===== src/hdl/afsp_pkg.sv =====
// Shared types, constants and header field helpers for the ADTS frame sync parser.
`default_nettype none

package afsp_pkg;

    localparam int BYTE_W     = 8;
    localparam int HDR_W      = 56;
    localparam int LEN_W      = 13;
    localparam int FULL_W     = 11;
    localparam int SFI_W      = 4;
    localparam int RATE_W     = 17;
    localparam int BITRATE_W  = 23;
    localparam int FNUM_W     = 16;
    localparam int CFG_W      = 8;

    localparam int QUEUE_DEPTH_DEFAULT = 2;

    localparam logic [15:0]        SYNC_MASK     = 16'hFFF6;
    localparam logic [15:0]        SYNC_WORD     = 16'hFFF0;
    localparam logic [BYTE_W-1:0]  SYNC_HI_BYTE  = 8'hFF;
    localparam logic [BYTE_W-1:0]  SYNC_LO_MASK  = 8'hF6;
    localparam logic [BYTE_W-1:0]  SYNC_LO_WORD  = 8'hF0;
    localparam logic [FULL_W-1:0]  VBR_FULLNESS  = 11'h7FF;
    localparam logic [LEN_W-1:0]   HDR_BYTES     = 13'd7;
    localparam logic [FNUM_W-1:0]  FNUM_MAX      = 16'hFFFF;
    localparam logic [CFG_W-1:0]   CFG_RESET     = 8'd32;

    localparam logic EVT_HEADER = 1'b0;
    localparam logic EVT_LOST   = 1'b1;

    typedef struct packed {
        logic                event_kind;
        logic                mpeg_version_bit;
        logic [1:0]          profile;
        logic [SFI_W-1:0]    sampling_index;
        logic [2:0]          channel_config;
        logic [LEN_W-1:0]    frame_length;
        logic [FULL_W-1:0]   buffer_fullness;
        logic [FNUM_W-1:0]   frame_number;
    } afsp_entry_t;

    // Length field of a captured 7-byte header
    function automatic logic [LEN_W-1:0] hdr_length(input logic [HDR_W-1:0] h);
        hdr_length = h[25:13];
    endfunction

    // Unpack a captured header into a queue entry
    function automatic afsp_entry_t hdr_fields(input logic [HDR_W-1:0] h);
        afsp_entry_t e;
        e.event_kind       = EVT_HEADER;
        e.mpeg_version_bit = h[43];
        e.profile          = h[39:38];
        e.sampling_index   = h[37:34];
        e.channel_config   = h[32:30];
        e.frame_length     = h[25:13];
        e.buffer_fullness  = h[12:2];
        e.frame_number     = '0;
        hdr_fields = e;
    endfunction

    // Sampling frequency table, zero for reserved indices
    function automatic logic [RATE_W-1:0] sample_rate(input logic [SFI_W-1:0] sfi);
        logic [RATE_W-1:0] r;
        case (sfi)
            4'd0:    r = 17'd96000;
            4'd1:    r = 17'd88200;
            4'd2:    r = 17'd64000;
            4'd3:    r = 17'd48000;
            4'd4:    r = 17'd44100;
            4'd5:    r = 17'd32000;
            4'd6:    r = 17'd24000;
            4'd7:    r = 17'd22050;
            4'd8:    r = 17'd16000;
            4'd9:    r = 17'd12000;
            4'd10:   r = 17'd11025;
            4'd11:   r = 17'd8000;
            4'd12:   r = 17'd7350;
            default: r = '0;
        endcase
        sample_rate = r;
    endfunction

endpackage

`default_nettype wire


===== src/hdl/afsp_in_if.sv =====
// Byte stream channel interface.
`default_nettype none

interface afsp_in_if;
    logic                          valid;
    logic                          ready;
    logic [afsp_pkg::BYTE_W-1:0]   data_byte;

    modport source (output valid, output data_byte, input ready);
    modport sink   (input valid, input data_byte, output ready);
endinterface

`default_nettype wire


===== src/hdl/afsp_out_if.sv =====
// Report channel interface carrying header and sync-lost transactions.
`default_nettype none

interface afsp_out_if;
    logic                              valid;
    logic                              ready;
    logic                              event_kind;
    logic                              mpeg_version_bit;
    logic [1:0]                        profile;
    logic [afsp_pkg::SFI_W-1:0]        sampling_index;
    logic [afsp_pkg::RATE_W-1:0]       sampling_rate;
    logic [2:0]                        channel_config;
    logic [afsp_pkg::LEN_W-1:0]        frame_length;
    logic [afsp_pkg::FULL_W-1:0]       buffer_fullness;
    logic                              is_vbr;
    logic [afsp_pkg::BITRATE_W-1:0]    bit_rate;
    logic [afsp_pkg::FNUM_W-1:0]       frame_number;
    logic                              stream_info_ready;

    modport source (
        output valid, input ready,
        output event_kind, output mpeg_version_bit, output profile,
        output sampling_index, output sampling_rate, output channel_config,
        output frame_length, output buffer_fullness, output is_vbr,
        output bit_rate, output frame_number, output stream_info_ready
    );
    modport sink (
        input valid, output ready,
        input event_kind, input mpeg_version_bit, input profile,
        input sampling_index, input sampling_rate, input channel_config,
        input frame_length, input buffer_fullness, input is_vbr,
        input bit_rate, input frame_number, input stream_info_ready
    );
endinterface

`default_nettype wire


===== src/hdl/afsp_front.sv =====
// Sync hunt, header capture and frame length tracking; pushes events to the queue.
`default_nettype none

module afsp_front (
    input  wire logic                 clk,
    input  wire logic                 rst_n,
    input  wire logic                 byte_valid,
    output logic                      byte_ready,
    input  wire logic [afsp_pkg::BYTE_W-1:0] data_byte,
    output logic                      push_valid,
    input  wire logic                 push_ready,
    output afsp_pkg::afsp_entry_t     push_data
);
    import afsp_pkg::*;

    localparam logic [2:0] PH_HUNT     = 3'd0;
    localparam logic [2:0] PH_CAPTURE  = 3'd1;
    localparam logic [2:0] PH_PAYLOAD  = 3'd2;
    localparam logic [2:0] PH_CHECK_HI = 3'd3;
    localparam logic [2:0] PH_CHECK_LO = 3'd4;

    logic [2:0]         phase_reg, phase_next;
    logic [BYTE_W-1:0]  prev_reg, prev_next;
    logic [HDR_W-1:0]   hdr_reg, hdr_next;
    afsp_entry_t        pend_reg, pend_next;
    logic [LEN_W-1:0]   cnt_reg, cnt_next;
    logic               locked_reg, locked_next;
    logic [FNUM_W-1:0]  fcnt_reg, fcnt_next;

    logic               accept;
    logic [HDR_W-1:0]   hdr_shift;
    logic [LEN_W-1:0]   cnt_inc;
    logic [LEN_W-1:0]   cap_len;
    logic [FNUM_W-1:0]  fcnt_inc;

    // Take a byte whenever the queue has room for its possible event
    assign byte_ready = push_ready;
    assign accept     = byte_valid && push_ready;

    assign hdr_shift = {hdr_reg[HDR_W-BYTE_W-1:0], data_byte};
    assign cnt_inc   = cnt_reg + LEN_W'(1);
    assign cap_len   = hdr_length(hdr_shift);
    assign fcnt_inc  = (fcnt_reg == FNUM_MAX) ? fcnt_reg : fcnt_reg + FNUM_W'(1);

    // Advance the parse phase by one byte
    always_comb
    begin
        phase_next  = phase_reg;
        prev_next   = prev_reg;
        hdr_next    = hdr_reg;
        pend_next   = pend_reg;
        cnt_next    = cnt_reg;
        locked_next = locked_reg;
        fcnt_next   = fcnt_reg;
        push_valid  = 1'b0;
        push_data   = '0;

        if (accept)
        begin
            prev_next = data_byte;
            case (phase_reg)
                PH_HUNT:
                begin
                    if (({prev_reg, data_byte} & SYNC_MASK) == SYNC_WORD)
                    begin
                        hdr_next   = {{(HDR_W-2*BYTE_W){1'b0}}, prev_reg, data_byte};
                        cnt_next   = LEN_W'(2);
                        phase_next = PH_CAPTURE;
                    end
                end
                PH_CAPTURE:
                begin
                    hdr_next = hdr_shift;
                    cnt_next = cnt_inc;
                    if (cnt_inc >= HDR_BYTES)
                    begin
                        if (cap_len < HDR_BYTES)
                        begin
                            // Reject a short length as lost sync
                            if (locked_reg)
                            begin
                                locked_next          = 1'b0;
                                push_valid           = 1'b1;
                                push_data.event_kind = EVT_LOST;
                            end
                            phase_next = PH_HUNT;
                            cnt_next   = '0;
                        end
                        else
                        begin
                            pend_next = hdr_fields(hdr_shift);
                            cnt_next  = HDR_BYTES;
                            if (locked_reg)
                            begin
                                fcnt_next              = fcnt_inc;
                                push_valid             = 1'b1;
                                push_data              = hdr_fields(hdr_shift);
                                push_data.frame_number = fcnt_inc;
                            end
                            phase_next = (cap_len == HDR_BYTES) ? PH_CHECK_HI : PH_PAYLOAD;
                        end
                    end
                end
                PH_PAYLOAD:
                begin
                    cnt_next = cnt_inc;
                    if (cnt_inc >= pend_reg.frame_length)
                    begin
                        phase_next = PH_CHECK_HI;
                    end
                end
                PH_CHECK_HI:
                begin
                    if (data_byte == SYNC_HI_BYTE)
                    begin
                        phase_next = PH_CHECK_LO;
                    end
                    else
                    begin
                        if (locked_reg)
                        begin
                            locked_next          = 1'b0;
                            push_valid           = 1'b1;
                            push_data.event_kind = EVT_LOST;
                        end
                        phase_next = PH_HUNT;
                        cnt_next   = '0;
                    end
                end
                PH_CHECK_LO:
                begin
                    if ((data_byte & SYNC_LO_MASK) == SYNC_LO_WORD)
                    begin
                        // Lock on the second good sync and report the first header
                        if (!locked_reg)
                        begin
                            locked_next            = 1'b1;
                            fcnt_next              = FNUM_W'(1);
                            push_valid             = 1'b1;
                            push_data              = pend_reg;
                            push_data.frame_number = FNUM_W'(1);
                        end
                        hdr_next   = {{(HDR_W-2*BYTE_W){1'b0}}, SYNC_HI_BYTE, data_byte};
                        cnt_next   = LEN_W'(2);
                        phase_next = PH_CAPTURE;
                    end
                    else
                    begin
                        if (locked_reg)
                        begin
                            locked_next          = 1'b0;
                            push_valid           = 1'b1;
                            push_data.event_kind = EVT_LOST;
                        end
                        phase_next = PH_HUNT;
                        cnt_next   = '0;
                    end
                end
                default:
                begin
                    phase_next = PH_HUNT;
                    cnt_next   = '0;
                end
            endcase
        end
    end

    // Hold parser state
    always_ff @(posedge clk or negedge rst_n)
    begin
        if (!rst_n)
        begin
            phase_reg  <= PH_HUNT;
            prev_reg   <= '0;
            hdr_reg    <= '0;
            pend_reg   <= '0;
            cnt_reg    <= '0;
            locked_reg <= 1'b0;
            fcnt_reg   <= '0;
        end
        else
        begin
            phase_reg  <= phase_next;
            prev_reg   <= prev_next;
            hdr_reg    <= hdr_next;
            pend_reg   <= pend_next;
            cnt_reg    <= cnt_next;
            locked_reg <= locked_next;
            fcnt_reg   <= fcnt_next;
        end
    end

endmodule

`default_nettype wire


===== src/hdl/afsp_queue.sv =====
// Short event queue between the parser and the report formatter.
`default_nettype none

module afsp_queue #(
    parameter int DEPTH = afsp_pkg::QUEUE_DEPTH_DEFAULT
) (
    input  wire logic                  clk,
    input  wire logic                  rst_n,
    input  wire logic                  push_valid,
    output logic                       push_ready,
    input  wire afsp_pkg::afsp_entry_t push_data,
    output logic                       pop_valid,
    input  wire logic                  pop_ready,
    output afsp_pkg::afsp_entry_t      pop_data
);
    import afsp_pkg::*;

    localparam int PTR_W = (DEPTH > 1) ? $clog2(DEPTH) : 1;
    localparam int CNT_W = $clog2(DEPTH + 1);
    localparam logic [PTR_W-1:0] PTR_LAST = PTR_W'(DEPTH - 1);

    afsp_entry_t        slot_reg [DEPTH];
    logic [PTR_W-1:0]   wr_ptr_reg, wr_ptr_next;
    logic [PTR_W-1:0]   rd_ptr_reg, rd_ptr_next;
    logic [CNT_W-1:0]   cnt_reg, cnt_next;
    logic               do_push, do_pop;

    assign push_ready = (cnt_reg != CNT_W'(DEPTH));
    assign pop_valid  = (cnt_reg != '0);
    assign pop_data   = slot_reg[rd_ptr_reg];
    assign do_push    = push_valid && push_ready;
    assign do_pop     = pop_valid && pop_ready;

    // Advance pointers and occupancy
    always_comb
    begin
        wr_ptr_next = wr_ptr_reg;
        rd_ptr_next = rd_ptr_reg;
        cnt_next    = cnt_reg;
        if (do_push)
        begin
            wr_ptr_next = (wr_ptr_reg == PTR_LAST) ? '0 : wr_ptr_reg + PTR_W'(1);
        end
        if (do_pop)
        begin
            rd_ptr_next = (rd_ptr_reg == PTR_LAST) ? '0 : rd_ptr_reg + PTR_W'(1);
        end
        if (do_push && !do_pop)
        begin
            cnt_next = cnt_reg + CNT_W'(1);
        end
        else if (do_pop && !do_push)
        begin
            cnt_next = cnt_reg - CNT_W'(1);
        end
    end

    always_ff @(posedge clk or negedge rst_n)
    begin
        if (!rst_n)
        begin
            wr_ptr_reg <= '0;
            rd_ptr_reg <= '0;
            cnt_reg    <= '0;
        end
        else
        begin
            wr_ptr_reg <= wr_ptr_next;
            rd_ptr_reg <= rd_ptr_next;
            cnt_reg    <= cnt_next;
        end
    end

    // Store the pushed entry
    always_ff @(posedge clk)
    begin
        if (do_push)
        begin
            slot_reg[wr_ptr_reg] <= push_data;
        end
    end

endmodule

`default_nettype wire


===== src/hdl/afsp_back.sv =====
// Report formatter: sampling rate lookup, CBR bit rate and output register.
`default_nettype none

module afsp_back (
    input  wire logic                   clk,
    input  wire logic                   rst_n,
    input  wire logic                   cfg_wr_en,
    input  wire logic [afsp_pkg::CFG_W-1:0] cfg_wr_data,
    input  wire logic                   pop_valid,
    output logic                        pop_ready,
    input  wire afsp_pkg::afsp_entry_t  pop_data,
    afsp_out_if.source                  report
);
    import afsp_pkg::*;

    logic [CFG_W-1:0]      fcv_reg;
    logic                  out_valid_reg;
    afsp_entry_t           ent_reg;
    logic [RATE_W-1:0]     rate_reg;
    logic                  vbr_reg;
    logic [BITRATE_W-1:0]  brate_reg;
    logic                  info_reg;

    logic                  load;
    logic                  is_hdr;
    logic [RATE_W-1:0]     rate;
    logic                  vbr;
    logic [RATE_W-11:0]    rate_k;
    logic [RATE_W-10+LEN_W-1:0] prod;
    logic [BITRATE_W-1:0]  brate;
    logic                  info;

    assign pop_ready = !out_valid_reg || report.ready;
    assign load      = pop_valid && pop_ready;

    // Derive the computed fields; a sync-lost entry reports zeros
    assign is_hdr = (pop_data.event_kind == EVT_HEADER);
    assign rate   = is_hdr ? sample_rate(pop_data.sampling_index) : '0;
    assign vbr    = is_hdr && (pop_data.buffer_fullness == VBR_FULLNESS);
    assign rate_k = rate[RATE_W-1:10];
    assign prod   = rate_k * pop_data.frame_length;
    assign brate  = vbr ? '0 : BITRATE_W'({prod, 3'b000});
    assign info   = is_hdr && (pop_data.frame_number >= FNUM_W'(fcv_reg));

    // Hold the configuration register and the output valid flag
    always_ff @(posedge clk or negedge rst_n)
    begin
        if (!rst_n)
        begin
            fcv_reg       <= CFG_RESET;
            out_valid_reg <= 1'b0;
        end
        else
        begin
            if (cfg_wr_en)
            begin
                fcv_reg <= cfg_wr_data;
            end
            if (pop_ready)
            begin
                out_valid_reg <= pop_valid;
            end
        end
    end

    // Load the output payload
    always_ff @(posedge clk)
    begin
        if (load)
        begin
            ent_reg   <= pop_data;
            rate_reg  <= rate;
            vbr_reg   <= vbr;
            brate_reg <= brate;
            info_reg  <= info;
        end
    end

    assign report.valid             = out_valid_reg;
    assign report.event_kind        = ent_reg.event_kind;
    assign report.mpeg_version_bit  = ent_reg.mpeg_version_bit;
    assign report.profile           = ent_reg.profile;
    assign report.sampling_index    = ent_reg.sampling_index;
    assign report.sampling_rate     = rate_reg;
    assign report.channel_config    = ent_reg.channel_config;
    assign report.frame_length      = ent_reg.frame_length;
    assign report.buffer_fullness   = ent_reg.buffer_fullness;
    assign report.is_vbr            = vbr_reg;
    assign report.bit_rate          = brate_reg;
    assign report.frame_number      = ent_reg.frame_number;
    assign report.stream_info_ready = info_reg;

endmodule

`default_nettype wire


===== src/hdl/adts_frame_sync_parser.sv =====
// Top level of the ADTS frame sync parser.
//
//   channel   dir   interface      transaction
//   stream    in    afsp_in_if     one ADTS byte
//   report    out   afsp_out_if    one header report or sync-lost event
//   cfg       in    wr_en/wr_data  info-ready frame threshold write
//
// Takes one byte per clock while the event queue is not full; the parser decides each
// byte in the cycle it is accepted. A report reaches the output through the event queue,
// then the formatter register with its 7x13 bit-rate multiply.
// Reset returns the parser to sync hunt, unlocked, and the info-ready threshold to 32.
// A stalled report channel fills the event queue; the stream side stalls only when
// the queue is full.
`default_nettype none

module adts_frame_sync_parser #(
    parameter int QUEUE_DEPTH = afsp_pkg::QUEUE_DEPTH_DEFAULT
) (
    input  wire logic                        clk,
    input  wire logic                        rst_n,
    input  wire logic                        cfg_wr_en,
    input  wire logic [afsp_pkg::CFG_W-1:0]  cfg_wr_data,
    afsp_in_if.sink                          stream,
    afsp_out_if.source                       report
);
    import afsp_pkg::*;

    logic         push_valid, push_ready;
    afsp_entry_t  push_data;
    logic         pop_valid, pop_ready;
    afsp_entry_t  pop_data;

    afsp_front u_front (
        .clk        (clk),
        .rst_n      (rst_n),
        .byte_valid (stream.valid),
        .byte_ready (stream.ready),
        .data_byte  (stream.data_byte),
        .push_valid (push_valid),
        .push_ready (push_ready),
        .push_data  (push_data)
    );

    afsp_queue #(
        .DEPTH (QUEUE_DEPTH)
    ) u_queue (
        .clk        (clk),
        .rst_n      (rst_n),
        .push_valid (push_valid),
        .push_ready (push_ready),
        .push_data  (push_data),
        .pop_valid  (pop_valid),
        .pop_ready  (pop_ready),
        .pop_data   (pop_data)
    );

    afsp_back u_back (
        .clk         (clk),
        .rst_n       (rst_n),
        .cfg_wr_en   (cfg_wr_en),
        .cfg_wr_data (cfg_wr_data),
        .pop_valid   (pop_valid),
        .pop_ready   (pop_ready),
        .pop_data    (pop_data),
        .report      (report)
    );

endmodule

`default_nettype wire

===== src/flat_wrapper.sv =====
// flat-port wrapper written by rule: the top's interface ports become plain ports
module adts_frame_sync_parser_flat import afsp_pkg::*;
#(
    parameter int QUEUE_DEPTH = afsp_pkg::QUEUE_DEPTH_DEFAULT
)
  (clk, rst_n, cfg_wr_en, cfg_wr_data, stream_valid, stream_data_byte, stream_ready, report_valid, report_ready, report_event_kind, report_mpeg_version_bit, report_profile, report_sampling_index, report_sampling_rate, report_channel_config, report_frame_length, report_buffer_fullness, report_is_vbr, report_bit_rate, report_frame_number, report_stream_info_ready);
  afsp_in_if stream_i ();
  afsp_out_if report_i ();
  input  wire logic clk;
  input  wire logic rst_n;
  input  wire logic cfg_wr_en;
  input  wire logic [afsp_pkg::CFG_W-1:0] cfg_wr_data;
  input wire logic [$bits(stream_i.valid)-1:0] stream_valid;
  input wire logic [$bits(stream_i.data_byte)-1:0] stream_data_byte;
  output wire logic [$bits(stream_i.ready)-1:0] stream_ready;
  output wire logic [$bits(report_i.valid)-1:0] report_valid;
  input wire logic [$bits(report_i.ready)-1:0] report_ready;
  output wire logic [$bits(report_i.event_kind)-1:0] report_event_kind;
  output wire logic [$bits(report_i.mpeg_version_bit)-1:0] report_mpeg_version_bit;
  output wire logic [$bits(report_i.profile)-1:0] report_profile;
  output wire logic [$bits(report_i.sampling_index)-1:0] report_sampling_index;
  output wire logic [$bits(report_i.sampling_rate)-1:0] report_sampling_rate;
  output wire logic [$bits(report_i.channel_config)-1:0] report_channel_config;
  output wire logic [$bits(report_i.frame_length)-1:0] report_frame_length;
  output wire logic [$bits(report_i.buffer_fullness)-1:0] report_buffer_fullness;
  output wire logic [$bits(report_i.is_vbr)-1:0] report_is_vbr;
  output wire logic [$bits(report_i.bit_rate)-1:0] report_bit_rate;
  output wire logic [$bits(report_i.frame_number)-1:0] report_frame_number;
  output wire logic [$bits(report_i.stream_info_ready)-1:0] report_stream_info_ready;
  assign stream_i.valid = stream_valid;
  assign stream_i.data_byte = stream_data_byte;
  assign stream_ready = stream_i.ready;
  assign report_valid = report_i.valid;
  assign report_i.ready = report_ready;
  assign report_event_kind = report_i.event_kind;
  assign report_mpeg_version_bit = report_i.mpeg_version_bit;
  assign report_profile = report_i.profile;
  assign report_sampling_index = report_i.sampling_index;
  assign report_sampling_rate = report_i.sampling_rate;
  assign report_channel_config = report_i.channel_config;
  assign report_frame_length = report_i.frame_length;
  assign report_buffer_fullness = report_i.buffer_fullness;
  assign report_is_vbr = report_i.is_vbr;
  assign report_bit_rate = report_i.bit_rate;
  assign report_frame_number = report_i.frame_number;
  assign report_stream_info_ready = report_i.stream_info_ready;
  adts_frame_sync_parser #(.QUEUE_DEPTH(QUEUE_DEPTH)) u_core (.clk(clk), .rst_n(rst_n), .cfg_wr_en(cfg_wr_en), .cfg_wr_data(cfg_wr_data), .stream(stream_i), .report(report_i));
endmodule

===== config.mk =====
export PLATFORM = sky130hd
export DESIGN_NAME = adts_frame_sync_parser_flat
export DESIGN_NICKNAME = d
export VERILOG_FILES = /design/src/hdl/afsp_pkg.sv /design/src/hdl/afsp_in_if.sv /design/src/hdl/afsp_out_if.sv /design/src/hdl/afsp_front.sv /design/src/hdl/afsp_queue.sv /design/src/hdl/afsp_back.sv /design/src/hdl/adts_frame_sync_parser.sv /design/src/flat_wrapper.sv
export SDC_FILE = /design/constraint.sdc
export NUM_CORES = 1
export LEC_CHECK = 0
export ABC_CLOCK_PERIOD_IN_PS = 16400
export BUFFER_PORTS_ARGS = -buffer_cell sky130_fd_sc_hd__buf_2
export CAP_MARGIN = 20
export CORE_ASPECT_RATIO = 0.9
export CORE_MARGIN = 2
export CORE_UTILIZATION = 25
export DETAILED_ROUTE_END_ITERATION = 8
export PLACE_DENSITY_LB_ADDON = 0.3
export SYNTH_ARGS = -nofsm -noshare
export SYNTH_HDL_FRONTEND = slang
export SYNTH_SLANG_ARGS = --single-unit

===== constraint.sdc =====
create_clock -name clk -period 16.4 [get_ports clk]
set_input_delay 3.28 -clock clk [delete_from_list [all_inputs] [get_ports clk]]
set_output_delay 3.28 -clock clk [all_outputs]
set_load 0.02 [all_outputs]

# Word level (Yosys, flattened, before mapping)
# Memory sizes are Yosys's and may differ from the RTL's.
# Cells that the tools add are included.
[totals] ff_bits=217 ramBits=102 romBits=272 in_bits=21 output_inout_bits=95 n_memories=2
[classes] add_sub_neg=6 mul=1 order_cmp=4 n_eq_ne=20 mux=53 bitwise=2 reduce_logical=23
[memory_table] memory="(name not given)" depth=16 width=17 rd=1 rd_ports_with_merged_regs=0 write_ports=0 line="afsp_pkg.sv:64" text="case (sfi)"
[memory_table] memory="u_core.u_queue.slot_reg" depth=2 width=51 rd=1 rd_ports_with_merged_regs=0 write_ports=1 line="afsp_queue.sv:22" text="afsp_entry_t slot_reg [DEPTH];"
[op_table] op="50-bit 2-to-1 mux" count=4
[op_table] op="36-bit case mux with 3 select lines" count=1
[op_table] op="51-bit 2-to-1 mux" count=2
[op_table] op="50-bit case mux with 2 select lines" count=1
[op_table] op="16-bit 2-to-1 mux" count=6
[op_table] op="36-bit 2-to-1 mux" count=2
[op_table] op="13-bit case mux with 5 select lines" count=1
[op_table] op="13-bit 2-to-1 mux" count=3
[op_table] op="16-bit case mux with 2 select lines" count=1
[op_table] op="7-bit by 13-bit multiplier with 20-bit output" count=1
[op_table] op="2-bit inequality test (second input constant)" count=10
[op_table] op="1-bit 2-to-1 mux" count=18
[op_table] op="17-bit 2-to-1 mux" count=1
[op_table] op="16-bit by 1-bit adder with 16-bit output (second input constant)" count=1
[op_table] op="16-bit equality test (second input constant)" count=1
[op_table] op="16-bit by 8-bit >= comparator with 1-bit output" count=1
[op_table] op="3-bit 2-to-1 mux" count=5
[op_table] op="3-bit case mux with 5 select lines" count=1
[op_table] op="14-bit equality test (second input constant)" count=1
[op_table] op="13-bit by 1-bit adder with 13-bit output (second input constant)" count=1
[op_table] op="13-bit by 3-bit equality test with 1-bit output (second input constant)" count=1
[op_table] op="13-bit >= comparator" count=1
[op_table] op="13-bit by 3-bit >= comparator with 1-bit output (second input constant)" count=1
[op_table] op="13-bit by 3-bit less-than comparator with 1-bit output (second input constant)" count=1
[op_table] op="22 further kinds" count=43

# Longest topological paths before layout
# Gate-level depths: netlist of run 1.
[logic_depth] ltp_word=10 depth_mapped=28 mapped_depth_nobuf=24

# By module
# From an unflattened synthesis of run 1, not the netlist that was laid out.
[hier_totals] cells_unflattened=1447 hier_area_um2=17331.6
[by_module_without_submodules] mod="afsp_back" instances=1 cells_each=568 area_per_inst_um2=6667.6 seq_area_each_um2=2929.1
[by_module_without_submodules] mod="afsp_front" instances=1 cells_each=702 area_per_inst_um2=6537.5 seq_area_each_um2=2677.6
[by_module_without_submodules] mod="afsp_queue" instances=1 cells_each=177 area_per_inst_um2=4126.5 seq_area_each_um2=3163.0

# Worst setup path before layout of run 1
# OpenSTA, ideal clock, no wires.
[synth_path] path_type="input to register" start="input port stream_data_byte[1]" end="memory u_core.u_queue.slot_reg[0][0] in the netlist's numbering, enable pin" setup_time_ns=0.466 arrival_time_ns=6.692 setup_slack_ns=9.242 path_stages=7 path_cell_list="or2_2 -> nor2_1 -> ha_1 -> nor2_1 -> nor2_1 -> a21oi_1 -> nor2b_1"
[synth_between] elab_chain_cells=7 elab_cells_between_ends=9 cone_classes="eq/ne: 2; mux: 6; reduce/logical: 1"
[synth_lines] item="start: declaration" line="flat_wrapper.sv:14" text="input wire logic [$bits(stream_i.data_byte)-1:0] stream_data_byte;"
[synth_lines] item="8-bit equality test or 6-bit equality test (tied branches)" line="afsp_front.sv:114, afsp_front.sv:132"
[synth_lines] item="1-bit 2-to-1 mux (on tied branches)" line="afsp_front.sv:114, afsp_front.sv:132"
[synth_lines] item="1-bit case mux with 3 select lines *" line="afsp_front.sv:61" text="case (phase_reg)"
[synth_lines] item="1-bit 2-to-1 mux *" line="afsp_front.sv:58" text="if (accept)"
[synth_lines] item="1-bit logical AND *" line="afsp_queue.sv:31" text="assign do_push = push_valid && push_ready;"
[synth_lines] item="via u_core.u_queue.do_push" line="afsp_queue.sv:26" text="logic do_push, do_pop;"
[synth_lines] item="1-bit 2-to-1 mux *" line="afsp_queue.sv:77" text="if (do_push)"
[synth_lines] item="1-bit 2-to-1 mux (implied by the code) *" line="afsp_queue.sv:79" text="slot_reg[wr_ptr_reg] <= push_data;"
[synth_lines] item="end: declaration" line="afsp_queue.sv:22"
# The timed path passes the listed nets; every way through them passes the cells marked *.

==> results of run 1 <==
## logic make-up (layout without fill, tap and decap cells)
group                    after synthesis  after routing  share of synthesized area [%]
flip-flops                           312            312                          53.08
XOR/XNOR                              41             41                          2.173
buffers and inverters                177            311                          4.430
multiplexers                         100            100                          7.073
other                                  1              3                        0.02270
adder cells (fa/ha/maj)              124            124                          11.84
AND/OR/NAND/NOR                      411            411                          11.57
AO/OA/AOI/OAI                        236            236                          9.807
## synthesized netlist by cell type (all sizes together) (6+ instances only)
cell type	count	area share (%)
o211ai	7	0.32
clkbuf	40	0.92
nand2	132	3.0
a22o	26	1.4
a21o	23	1.0
buf	23	0.92
ha	70	5.3
a22oi	17	0.77
nand3	24	0.76
edfxtp	192	35
a31oi	20	0.76
inv	113	2.6
nand4	12	0.45
nor4	8	0.48
mux2i	26	1.6
dfrtp	119	18
o31ai	7	0.32
o21ai	51	1.6
nor3	13	0.39
fa	54	6.5
and2	9	0.34
xor2	23	1.2
a211oi	11	0.53
and3	12	0.45
mux2	74	5.5
xnor2	18	0.95
a21oi	39	1.2
nor2	150	3.4
nor2b	11	0.42
and4	6	0.32
nand2b	11	0.42
## worst reg2reg max path: stages (launching register included)
cell	delay, ps
dfrtp_2	710
buf_4	530
mux2i_1	740
clkinv_1	450
nor2_1	300
o211ai_1	450
nor2_1	330
fa_1	480
fa_1	520
fa_1	550
inv_1	60
fa_1	530
inv_1	40
ha_1	360
a21o_1	200
a221o_1	340
a31o_2	250
a21o_1	200
a2111oi_0	480
or3_1	190
a21oi_1	60
## area by class of cell
cell class              count  share of cell area [%]
flip-flops and latches    312                   45.85
multi-input cells         915                   36.90
well taps                 864                   5.652
clock buffers              42                   4.939
repair buffers            130                   3.650
inverters                 114                   2.250
clock inverters            25                  0.7588
## through the flow
stage | utilization [%] | setup slack, ps
global route | 29.21 | 7551
CTS | 29.21 | 8343
floorplan | - | 9242
detailed placement | 27.55 | 8384
global placement | 27.55 | 8579
finish | 29.21 | 8387
## path summary, 6_finish.rpt
check / startpoint / to / slack, ps / cells after the start
worst max register to register: u_core.u_queue.rd_ptr_reg$_DFFE_PN0P_ / u_core.u_back.report.bit_rate[22]$_SDFFCE_PP0P_ / 8390 / 20
min in group asynchronous: rst_n / u_core.u_front.fcnt_reg[15]$_DFFE_PN0P_ / 2750 / 1
worst min register to register: u_core.u_front.hdr_reg[19]$_DFFE_PN0P_ / u_core.u_front.hdr_reg[19]$_DFFE_PN0P_ / 480 / 2
worst max-delay path: u_core.u_queue.rd_ptr_reg$_DFFE_PN0P_ / u_core.u_back.report.bit_rate[22]$_SDFFCE_PP0P_ / 8390 / 20
max in group asynchronous: rst_n / u_core.u_back.fcv_reg[1]$_DFFE_PN0P_ / 12220 / 2
worst min-delay path: u_core.u_front.hdr_reg[19]$_DFFE_PN0P_ / u_core.u_front.hdr_reg[19]$_DFFE_PN0P_ / 480 / 2
## cells in the final DEF (no fill, tap or decap), types with 7 or more instances in the layout
master | synthesis | final
a31oi_1 | 20 | 20
nor2_1 | 150 | 150
ha_1 | 70 | 70
and2_1 | 8 | 7
o211ai_1 | 7 | 7
clkinv_1 | 1 | 10
a211oi_1 | 10 | 10
fa_1 | 54 | 54
a21oi_1 | 37 | 37
buf_4 | 6 | 19
a22oi_1 | 17 | 17
nand3_1 | 23 | 23
nand4_1 | 12 | 12
a22o_1 | 26 | 26
nand2b_1 | 11 | 11
dfrtp_1 | 119 | 118
mux2i_1 | 26 | 26
a21o_1 | 23 | 23
nor3_1 | 13 | 11
clkbuf_16 | 0 | 37
xor2_1 | 23 | 23
inv_1 | 113 | 112
o31ai_1 | 7 | 7
mux2_4 | 20 | 20
and3_1 | 12 | 12
nor2b_1 | 11 | 10
o21ai_0 | 48 | 48
mux2_2 | 53 | 53
edfxtp_1 | 192 | 192
nand2_1 | 132 | 132
xnor2_1 | 18 | 18
buf_2 | 11 | 111
clkinv_2 | 0 | 7
## report_power, final
part / internal [mW] / leakage (nW) / switching, mW
registers: 1.10 / 3.38 / 0.138
clock network: 0.418 / 0.535 / 0.337
logic: 0.594 / 4.19 / 0.979
## layer usage
metal | vias up | global-route usage [%]
li1 | 5188 | -
met1 | 5404 | 15.56
met2 | 201 | 19.82
met3 | 63 | 2.593
met4 | 2 | 3.577
met5 | - | 0
==> flow_summary.yaml, run 1 <==
detailed_routing:
  wl_met2_mm: 18.92
  detail-route-antenna-nets: 0
  wl_met1_mm: 18.09
  dr.first_iter.drc_count: 809
  routed.top_layer: "met5"
  drc_errors: 0
  wl_met3_mm: 1.864
  dr.pass1.iters: 5
  vias: 10860
  vias_per_cell: 4.520
  wl_mm: 39.89
  avgRoutedWirePerCell_um: 16.60
final_layout:
  n_antenna_cell: 0
  seq_area_um2: 8771
  fin_area_um2: 19130
  drive_above_1_share_pct: 18.47
  nNetsFinal: 1655
  multiInputGateArea_um2: 7058
  area_delta_synth_final_pct: 15.77
  largest_reg_flops: 102
  instances_no_fill: 2402
  fill_cells: 6724
sta:
  fin_hold_ws_ps: 475.5
  slew_headroom_pct: 32.50
  fin_tns_setup_ps: 0
  tightest_slew_ps: 984.3
  period_needed_ps: 8013
  final_max_slew_viol_count: 0
  fmax_ghz: 0.1248
  rsz0062_at_grt: "no"
  fin_crit_sh_pct: 48.86
  setup_viol: 0
  hold_viol_final: 0
  skew_ps: 19.76
clocking:
  cts_hold_buffers: 0
  cts-resized-gates: 0
  root_buffer: "clkbuf_16"
  max-clock-path-buffers: 3
  clock-sinks: 312
  htree_levels: 2
  clk_pin_slew_ps: 60
  cts_setup_buffers: 0
  cts_tree: "yes"
  clk_latency_ps: 550
  cts_made_buffers: 37
floorplan:
  rows: 89
  ios: 116
  die_w_um: 275.0
  fp.dieH_um: 247.9
  die_area_um2: 68160
  core-area_um2: 65480
  start_util_pct: 25.23
global_route:
  grt_use_total_pct: 11.94
  grt_first_pass_wirelength_mm: 63.56
  overflow: 0
  grt_pass1_vias: 11180
  antenna_found_initial: 1
  grt_max_degree: 71
pwr:
  power_density_nw_per_um2: 186.2
  power.total_mw: 3.562
  p_leak_nw: 8.107
  vdd.ir_drop.worst_v: 0.0001011
setup_path:
  startpoint_type: "register"
  required_ps: 16690
  endpoint_kind: "register"
  crit_type: "register to register"
  critical-path-max-stage-delay_ps: 730
  cpMaxStageDelayCell: "mux2i_1"
  critPathBufInv: 4
  crit_top_cell: "fa_1"
  crit_family: "adder cells"
  crit_chain: "buf_4, mux2i_1, clkinv_1, nor2_1, o211ai_1, nor2_1, fa_1, fa_1, fa_1, inv_1, fa_1, inv_1, ha_1, a21o_1, a221o_1, a31o_2, a21o_1, a2111oi_0, or3_1, a21oi_1"
  arrival_ps: 8300
  path_max_fanout: 31
synth:
  ys_types: 75
  syn_area_um2: 16520
  synth_edf_count: 192
  async_flop_share_pct: 38.46
  ys_ff_latch: 312
  ys_warn_count: 0
  ys_seq_area_share_pct: 53.08
  avgSynthCellArea_um2: 11.78
  synth_cells: 1402
  ys.flop_type: "edfxtp_1"
place:
  routabilityCongestion: 0.8191
  hpwl_mm: 27.54
  place_area_um2: 18040
  portBuffers: 112
  dp.cells: 2335
job:
  max-cap-violations: 0
worst_hold_path:
  hp-class: "register to register"
status:
  status: "finished clean"
No activity file was read; power rests on OpenSTA's default activity.
==> inputs of run 2 (changes only) <==
Settings changed: ABC_AREA from default to 1, ABC_CLOCK_PERIOD_IN_PS 16400 to 7400.
Clock period 16.4 ns to 7.4 ns, I/O delays scaled along.
==> run 2 against run 1 <==
Core utilization hardly changed. Power is 140% higher. Register-to-register slack worse by 7700 ps. Clock skew is 9.0 ps higher. Clock power is 130% higher. Non-clock buffer count is 4 lower. Area after synthesis is 2.4% higher. Largest power group unchanged. Via count is 14% higher. Critical endpoint is now u_core.u_back.report.bit_rate[16]$_SDFFCE_PP0P_. Flip-flop and latch count stayed put. Design area is 2.2% higher.
==> flow_summary.yaml, run 2 <==
setup_path:
  cp.depth: 26
  critPathBufInv: 8
  reg2reg_depth: 26
  ff2ff_setup_slack_ps: 670
  crit_family: "adder cells"
  worstReg2RegEnd: "u_core.u_back.report.bit_rate[16]$_SDFFCE_PP0P_"
  crit_type: "register to register"
  arrival_ps: 7110
  cpMaxStageDelayCell: "dfrtp_2"
  reg2reg_from: "u_core.u_queue.rd_ptr_reg$_DFFE_PN0P_"
  critical-path-max-stage-delay_ps: 590
  path_max_fanout: 18
  crit_top_cell: "inv_1"
  startpoint_type: "register"
  required_ps: 7790
  endpoint_kind: "register"
  worstSetupStartpoint: "u_core.u_queue.rd_ptr_reg$_DFFE_PN0P_"
  crit_path_end: "u_core.u_back.report.bit_rate[16]$_SDFFCE_PP0P_"
detailed_routing:
  vias_per_cell: 4.408
  dr.first_iter.drc_count: 922
  vias: 12390
  detail-route-antenna-nets: 0
  wl_mm: 42.64
  dr.pass1.iters: 6
  avgRoutedWirePerCell_um: 15.17
  drc_errors: 0
pwr:
  power_density_nw_per_um2: 428.5
  vdd.ir_drop.worst_v: 0.0002492
  p_leak_nw: 8.915
final_layout:
  layout_common_cells: "453 x nand2_1, 232 x inv_1, 192 x edfxtp_1"
  final_common_cell: "nand2_1"
  area_delta_synth_final_pct: 15.59
  fin_area_um2: 19550
  instances_no_fill: 2811
  drive_above_1_share_pct: 12.70
  largest_reg_flops: 102
  nNetsFinal: 2056
  n_antenna_cell: 0
synth:
  yosysMostFrequentCell: "nand2_1"
  syn_area_um2: 16910
  ys.flop_type: "edfxtp_1"
  ys_ff_latch: 312
  async_flop_share_pct: 38.46
  avgSynthCellArea_um2: 9.355
  synth_top_area_share_pct: 34.09
  ys_types: 51
  synth_cells: 1808
  synth_area_leaders: "edfxtp_1 34%, dfrtp_1 18%, nand2_1 10%"
  synth_edf_count: 192
  ys_seq_area_share_pct: 51.85
  ys_warn_count: 0
  synth_top_area_cell: "edfxtp_1"
  synth_common_cells: "454 x nand2_1, 233 x inv_1, 192 x edfxtp_1, 170 x nor2_1, 119 x dfrtp_1"
floorplan:
  rows: 90
  fp.dieH_um: 250.8
  start_util_pct: 25.24
  ios: 116
  core-area_um2: 67000
  die_area_um2: 69760
  die_w_um: 278.2
place:
  dp.cells: 2748
  place_area_um2: 18400
  place_worst_setup_slack_ps: 707.3
  portBuffers: 112
  routabilityCongestion: 0.8693
  hpwl_mm: 30.34
sta:
  final_max_slew_viol_count: 0
  hold_viol_final: 0
  rsz0062_at_grt: "no"
  fin_crit_sh_pct: 90.89
  setup_ws_ps: 673.8
  fmax_ghz: 0.1487
  tightest_slew_ps: 1097
  period_needed_ps: 6726
  setup_viol: 0
  skew_ps: 28.78
  slew_headroom_pct: 26.89
  fin_tns_setup_ps: 0
clocking:
  max-clock-path-buffers: 3
  clock-sinks: 312
  cts_tree: "yes"
  cts_made_buffers: 35
  cts-resized-gates: 0
  htree_levels: 2
  cts_hold_buffers: 0
  clk_pin_slew_ps: 60
  clk_latency_ps: 560
  cts_setup_buffers: 0
  root_buffer: "clkbuf_16"
job:
  max-cap-violations: 0
global_route:
  grt_max_degree: 79
  grt_first_pass_wirelength_mm: 69.14
  overflow: 0
  grt_pass1_vias: 12540
  grt_use_total_pct: 12.42
  antenna_found_initial: 0
worst_hold_path:
  hp-class: "register to register"
status:
  status: "finished clean"
[run 2: routing by layer]
metal / track usage, % / up-vias / part of all wire [%]
met1: 16.58 / 6002 / 47
met3: 1.961 / 58 / 3.8
li1: - / 6104 / -
met2: 20.62 / 226 / 47
met5: 0 / - / 0
met4: 3.954 / 0 / 2.6
[run 2: worst reg2reg max path, delay by kind of cell, from the launching register on]
kind	cells	cell delay (ps)
simple gates	5	880
fa+ha+maj	6	2660
buf+inv	8	940
compound gates	7	1500
flops	1	590
[run 2: cell families (layout without fill, tap and decap cells)]
family          after synthesis  count (layout)  synth area share, %
simple gates                780             780                19.63
flops                       312             312                51.85
compound gates              265             265                8.441
mux                           2               2               0.1258
buf+inv                     305             432                7.375
other cells                   1               3              0.02217
xor+xnor                     19              19               0.9839
fa+ha+maj                   124             124                11.57
[run 2: power by group]
part	switching, mW	internal (mW)
registers	0.248	2.48
clock network	0.720	1.05
logic	2.68	1.20
total	3.64	4.73
[run 2: final cells by class]
| class | instances | area (um2) |
|---|---|---|
| clock buffer | 51 | 997.2 |
| timing repair buffer | 126 | 680.7 |
| inverter | 243 | 917.1 |
| fill | 6985 | 47450 |
| multi-input combinational | 1193 | 6937 |
| sequential | 312 | 8771 |
| tap | 874 | 1094 |
| clock inverter | 12 | 153.9 |
[run 2: worst min path at each step]
stage	start	endpoint	slack, ps	cells past startpoint
final	u_core.u_queue.cnt_reg[0]$_DFFE_PN0P_	u_core.u_queue.cnt_reg[0]$_DFFE_PN0P_	470	1
after global routing	u_core.u_front.hdr_reg[19]$_DFFE_PN0P_	u_core.u_front.hdr_reg[19]$_DFFE_PN0P_	490	2
after CTS	u_core.u_front.hdr_reg[19]$_DFFE_PN0P_	u_core.u_front.hdr_reg[19]$_DFFE_PN0P_	480	2
after detailed placement	u_core.u_front.hdr_reg[19]$_DFFE_PN0P_	u_core.u_front.hdr_reg[19]$_DFFE_PN0P_	460	2
after global placement	u_core.u_queue.wr_ptr_reg$_DFFE_PN0P_	u_core.u_queue.wr_ptr_reg$_DFFE_PN0P_	460	2
after floorplan	u_core.u_queue.wr_ptr_reg$_DFFE_PN0P_	u_core.u_queue.wr_ptr_reg$_DFFE_PN0P_	440	2
[run 2: per-stage QoR]
stage                     power (mW)  hold WS, ps  util, %
after global placement         6.628        455.1    27.43
after detailed placement       6.675        460.4    27.46
final                          8.376        468.2    29.18
after CTS                      8.501        475.5    29.18
after floorplan                5.578        441.9        -
after global routing           9.119        488.8    29.18
